===== config.mk =====
export PLATFORM = sky130hd
export DESIGN_NAME = tiu_ctrl
export DESIGN_NICKNAME = d
export VERILOG_FILES = /design/src/rtl/core/tiu_pkg.sv /design/src/rtl/core/tiu_ctrl.sv
export SDC_FILE = /design/constraint.sdc
export NUM_CORES = 1
export LEC_CHECK = 0
export ABC_CLOCK_PERIOD_IN_PS = 1270
export BUFFER_PORTS_ARGS = -buffer_cell sky130_fd_sc_hd__buf_2
export CAP_MARGIN = 20
export CORE_AREA = 2 2 39 41
export DETAILED_ROUTE_END_ITERATION = 10
export DIE_AREA = 0 0 41 43
export GPL_ROUTABILITY_DRIVEN = 0
export MAX_ROUTING_LAYER = met4
export SKIP_CTS_REPAIR_TIMING = 1
export SLEW_MARGIN = 0
export SYNTH_ARGS = -nofsm -noshare
export SYNTH_HDL_FRONTEND = slang
export SYNTH_SLANG_ARGS = --single-unit

===== constraint.sdc =====
create_clock -name clk_i -period 1.27 [get_ports clk_i]
set_input_delay 0.254 -clock clk_i [delete_from_list [all_inputs] [get_ports clk_i]]
set_output_delay 0.254 -clock clk_i [all_outputs]
set_load 0.01 [all_outputs]

===== src/rtl/core/tiu_pkg.sv =====
// shared types and constants of the trapezoid integrator unit
// no dependencies; used by every module of the block
package tiu_pkg;

  localparam int unsigned MAX_COUNT_DEF = 4096;
  localparam int unsigned F_W           = 25;   // integrand value, unsigned Q24
  localparam int unsigned DIV_STEPS     = 50;   // quotient bits of the ratio
  localparam int unsigned SQRT_STEPS    = 25;   // root bits

  // evaluator operand select
  localparam logic [1:0] EV_SEL_A = 2'd0;
  localparam logic [1:0] EV_SEL_B = 2'd1;
  localparam logic [1:0] EV_SEL_K = 2'd2;

  typedef struct packed {
    logic       load;
    logic       ev_start;
    logic [1:0] ev_sel;
    logic       acc;
    logic       dbl;
    logic       smul;
    logic       sadd;
    logic       mul0;
    logic       mul1;
    logic       fin;
  } ctrl_cmd_t;

  typedef struct packed {
    logic ev_done;
    logic k_lt_n;
  } ctrl_sts_t;

endpackage


===== src/rtl/core/tiu_ctrl.sv =====
// control state machine that sequences one integration request
// depends on tiu_pkg
module tiu_ctrl import tiu_pkg::*; (
  input  logic      clk_i,
  input  logic      rst_ni,
  input  logic      start,
  input  ctrl_sts_t sts_i,
  output ctrl_cmd_t cmd_o,
  output logic      busy
);

  localparam logic [3:0] S_IDLE = 4'd0;
  localparam logic [3:0] S_LDA  = 4'd1;
  localparam logic [3:0] S_WA   = 4'd2;
  localparam logic [3:0] S_LDB  = 4'd3;
  localparam logic [3:0] S_WB   = 4'd4;
  localparam logic [3:0] S_KCHK = 4'd5;
  localparam logic [3:0] S_SMUL = 4'd6;
  localparam logic [3:0] S_SADD = 4'd7;
  localparam logic [3:0] S_LDK  = 4'd8;
  localparam logic [3:0] S_WK   = 4'd9;
  localparam logic [3:0] S_MUL0 = 4'd10;
  localparam logic [3:0] S_MUL1 = 4'd11;
  localparam logic [3:0] S_FIN  = 4'd12;

  logic [3:0] state_q, state_d;

  always_comb begin
    state_d = state_q;
    cmd_o   = '0;
    unique case (state_q)
      S_IDLE: begin
        if (start) begin
          cmd_o.load = 1'b1;
          state_d    = S_LDA;
        end
      end
      S_LDA: begin
        cmd_o.ev_start = 1'b1;
        cmd_o.ev_sel   = EV_SEL_A;
        state_d        = S_WA;
      end
      S_WA: begin
        cmd_o.acc = 1'b1;
        if (sts_i.ev_done) state_d = S_LDB;
      end
      S_LDB: begin
        cmd_o.ev_start = 1'b1;
        cmd_o.ev_sel   = EV_SEL_B;
        state_d        = S_WB;
      end
      S_WB: begin
        cmd_o.acc = 1'b1;
        if (sts_i.ev_done) state_d = S_KCHK;
      end
      S_KCHK: state_d = sts_i.k_lt_n ? S_SMUL : S_MUL0;
      S_SMUL: begin
        cmd_o.smul = 1'b1;
        state_d    = S_SADD;
      end
      S_SADD: begin
        cmd_o.sadd = 1'b1;
        state_d    = S_LDK;
      end
      S_LDK: begin
        cmd_o.ev_start = 1'b1;
        cmd_o.ev_sel   = EV_SEL_K;
        state_d        = S_WK;
      end
      S_WK: begin
        cmd_o.acc = 1'b1;
        cmd_o.dbl = 1'b1;
        if (sts_i.ev_done) state_d = S_KCHK;
      end
      S_MUL0: begin
        cmd_o.mul0 = 1'b1;
        state_d    = S_MUL1;
      end
      S_MUL1: begin
        cmd_o.mul1 = 1'b1;
        state_d    = S_FIN;
      end
      S_FIN: begin
        cmd_o.fin = 1'b1;
        state_d   = S_IDLE;
      end
      default: state_d = S_IDLE;
    endcase
  end

  always_ff @(posedge clk_i or negedge rst_ni) begin
    if (!rst_ni) begin
      state_q <= S_IDLE;
    end else begin
      state_q <= state_d;
    end
  end

  assign busy = (state_q != S_IDLE);

endmodule


* Word-level counts from Yosys, hierarchy flattened
Cells that the tools add are included.
Operators by class: equality and inequality tests 15, mux-type cells 15, reductions and logical operators 5
Operator list (count):
- case mux 4 bit (11 select lines) | 1
- equality test 4 bit (second input constant) | 5
- equality test 4 x 3 -> 1 bit (second input constant) | 4
- two-way mux 4 bit | 4
- two-way mux 1 bit | 9
- case mux 3 bit (3 select lines) | 1
- equality test 4 x 2 -> 1 bit (second input constant) | 2
- equality test 4 x 1 -> 1 bit (second input constant) | 1
- zero test 4 bit | 1
- != test 2 bit (second input constant) | 2
- nonzero test 4 bit | 1
- AND reduction 3 bit | 1
- OR reduction 3 bit | 1
- != test 2 x 1 -> 1 bit (second input constant) | 1
- OR reduction 2 bit | 1
Word-level totals: register bits after elaboration 4, input port bits 5, output and inout port bits 12, word-level logic and storage cells 36

* Depth between registers and ports, before layout
word-level depth 4, depth in mapped cells 4, gate-level depth less buffers 3

* Least setup slack after synthesis
Ideal clock, no wire load.
path type reg2out, start point reg state_q[1], end point out cmd_o[6] (netlist bit), arrival time 960 ps, required time 1016 ps, slack 56 ps, stages on the path, launching flop included 3, buffers on the path 1, cells stage by stage dfrtp_1 buf_6 o32ai_1
RTL lines:
- start: declaration | line tiu_ctrl.sv:26 | logic [3:0] state_q, state_d;
- start signal: assignment | line tiu_ctrl.sv:95 | state_q <= state_d;
- end: declaration | line tiu_ctrl.sv:8 | output ctrl_cmd_t cmd_o,

==> results.md <==
- Synth top cells by count: nor2_1, dfrtp_1, nand2_1
- Top post-synthesis cells by area: dfrtp_1, buf_6, nor2_1
- FP Rows: 14
- Drt pass-1 iters: 4
- DP HPWL: 730 µm
- Largest net degree at the start of global routing: 9
- Routed wire length per instance: roughly 11 µm
- Crit-path slowest cell: dfrtp_2
- Placed Area: 531 µm²
- Tightest Hold Check Type: in -> async
- Most flops, register: state_q
- Final setup margin: -0.195 ns
- Regs by FF count: state_q x4
- Top-count cell post-synth: nor2_1
- Final hold vios: 0
- Synth Area in Adders: 0%
- First-pass GRT wire length: ~1500 µm
- I/O pins: 17
- Worst EP arrival: 1.21 ns
- Critical Path, Cell by Cell: buf_4, o32ai_2, buf_2
- Synth Flop Type: dfrtp_1
- Area share of the largest cell type after synthesis: 26.7%
- H-tree Lvls: 1
- Post-synth ARST share: 100%
- Placeable core area: roughly 0.0014 mm²
- Max-Slew Margin vs Limit: 88.1%
- N_diodes: 0
- Total CTS buffers: 3
- Failing checks: setup timing
- DRT Wirelength: between 1000 and 1500 µm
- Final setup viols: 13
- Post-synthesis cell count: 47
- Count of different cell masters after synthesis: 26
- Die Area: 0.00176 mm²
- Syn Std Cell Area: 375 µm²
- Grt total ovfl: 0
- Period utilisation layout: 115%
- Clk_skew: 0.00228 ns
- Worst setup SP type: flop
- Post-synthesis simple-gate area fraction: 41.0%
- Cell family with most CP delay: flip-flops
- Worst path max stage delay: 0.42 ns
- Multiplexer share of the synthesized area: around 2.7%
- Vias per cell: 4.74
- Largest family of logic cells by synthesized area: simple AND/OR/NAND/NOR gates
- Die X: 41 µm
- Vias in the first global route: 380
- Core Util, Final: 50.5%
- Initial antenna violation count: 0
- Syn Area/Cell: 7.99 µm²
- F_max: 683 MHz
- Layout cells sized above 1: between 60% and 70%
- Clock Path Buffers: 2
- Clock-pin slew on the worst setup and hold paths: ~0.040 ns
- Compound-cell area share of the yosys netlist: 18.0%
- Synth area leader: dfrtp_1
- Post-route setup TNS: -1.74 ns
- Gr usage total: about an eighth
- DR iter-0 viols: 5
- Critical path buffers and inverters: 2
- Pleak: 0.343 nW
- EDFF count, synth: 0
- Post-synth net total: 52
- Clock sink count: 4
- Synth Area in XOR/XNOR: 2.33%
- Critical path class: reg -> out
- CTS tree: built
- Clock Tree Root: clkbuf_4
- Syn-to-layout area delta: 86.3%
- Vias: 460
- Crit end category: output port
- Yosys warning total: 0
- FF+latch count, synth: 4
- IO Port Bufs: 16
- Detailed-route DRC error count: 0
- RSZ-0062 raised after global routing: true
- Max FO, Critical Path: 4
- Post-DRT Antenna Nets: 0
- Fin area: 699 µm²
- Final Max Slew Viols: 0
- Sequential area share after synthesis: 26.7%
- Die H: 43 µm
- Min Clock Period, post-route: 1.46 ns
- Status: finished, violations left
- VDD IR max: 0.821 mV
- WP data required: 1.02 ns
- Layout net count: 88
- Clk Latency, worst-skew pair: around 0.23 ns
- Worst Tran Pin Value: 0.179 ns
- Max reg flops: 4
- Starting Density: 27.1%
- Max-cap violations: 0
- Pwr/cell area: ~2800 mW/mm²
layout make-up:
cell class | count | area [µm²]
Sequential cell | 4 | 104
Clock buffer | 3 | 22.5
Fill cell | 142 | 684
Multi-Input combinational cell | 39 | 297
Timing Repair Buffer | 35 | 256
Tap cell | 16 | 20.0
where the power goes:
part           switching (mW)  internal [mW]
logic                   0.667          0.846
registers              0.0971          0.203
clock network          0.0456          0.105
total                   0.810           1.15
worst register-to-register path: stages (launching register included):
cell,delay (ns)
dfrtp_1,0.38
buf_6,0.14
and2b_1,0.19
buf_4,0.14
buf_4,0.12
a21oi_1,0.09
and3_1,0.17
layer usage:
| layer | up-vias | track usage, % | routed length, µm |
|---|---|---|---|
| met5 | - | - | 0 |
| met4 | 0 | 8.00 | 14 |
| met3 | 2 | 1.57 | 38 |
| met2 | 13 | 20.0 | 574 |
| met1 | 213 | 14.3 | 429 |
| li1 | 232 | - | - |
kinds of logic (layout without fill, tap and decap cells):
family / Yosys count / after routing
and+or+nand+nor: 27 / 27
AOI/OAI and AO/OA: 10 / 10
DFF: 4 / 4
buffers and inverters: 4 / 38
xor gates and xnor gates: 1 / 1
muxes: 1 / 1
cell usage in the layout (no fill, tap or decap), types with 2 or more instances in the layout:
| cell type | n |
|---|---|
| nor2_1 | 3 |
| buf_2 | 14 |
| buf_6 | 7 |
| nor2_2 | 3 |
| nand2b_4 | 3 |
| buf_4 | 13 |
| nor3_1 | 2 |
| clkbuf_4 | 3 |
| nand2_1 | 4 |
| dfrtp_2 | 3 |
| nand3b_1 | 2 |
| and3_1 | 2 |
| a21oi_2 | 2 |
| nor2_4 | 2 |
| a21oi_1 | 2 |
through the flow:
step | std cells | power, mW | hold slack (ns) | setup slack (ns)
after floorplan | 47 | 0.973 | -0.0416 | 0.0556
after global routing | 97 | 2.13 | 0.385 | -0.246
after global placement | 87 | 1.37 | 0.0629 | -0.00450
after CTS | 90 | 1.55 | -0.178 | -0.246
after detailed placement | 87 | 1.39 | 0.0645 | 0.00224
final | 97 | 1.96 | 0.362 | -0.195
final timing paths:
check | start | to | slack (ns) | cells after the start
worst max-delay path | state_q[1] | cmd_o[6] | -0.19 | 3
worst min-delay path | rst_ni | state_q[1] | 0.36 | 2
worst max register to register | state_q[0] | state_q[0] | -0.03 | 6
worst min register to register | state_q[2] | state_q[3] | 0.66 | 2
max in group asynchronous | rst_ni | state_q[3] | 0.78 | 2
min in group clk_i | sts_i[0] | state_q[3] | 0.36 | 4
Power figures use the tool's default switching activity.
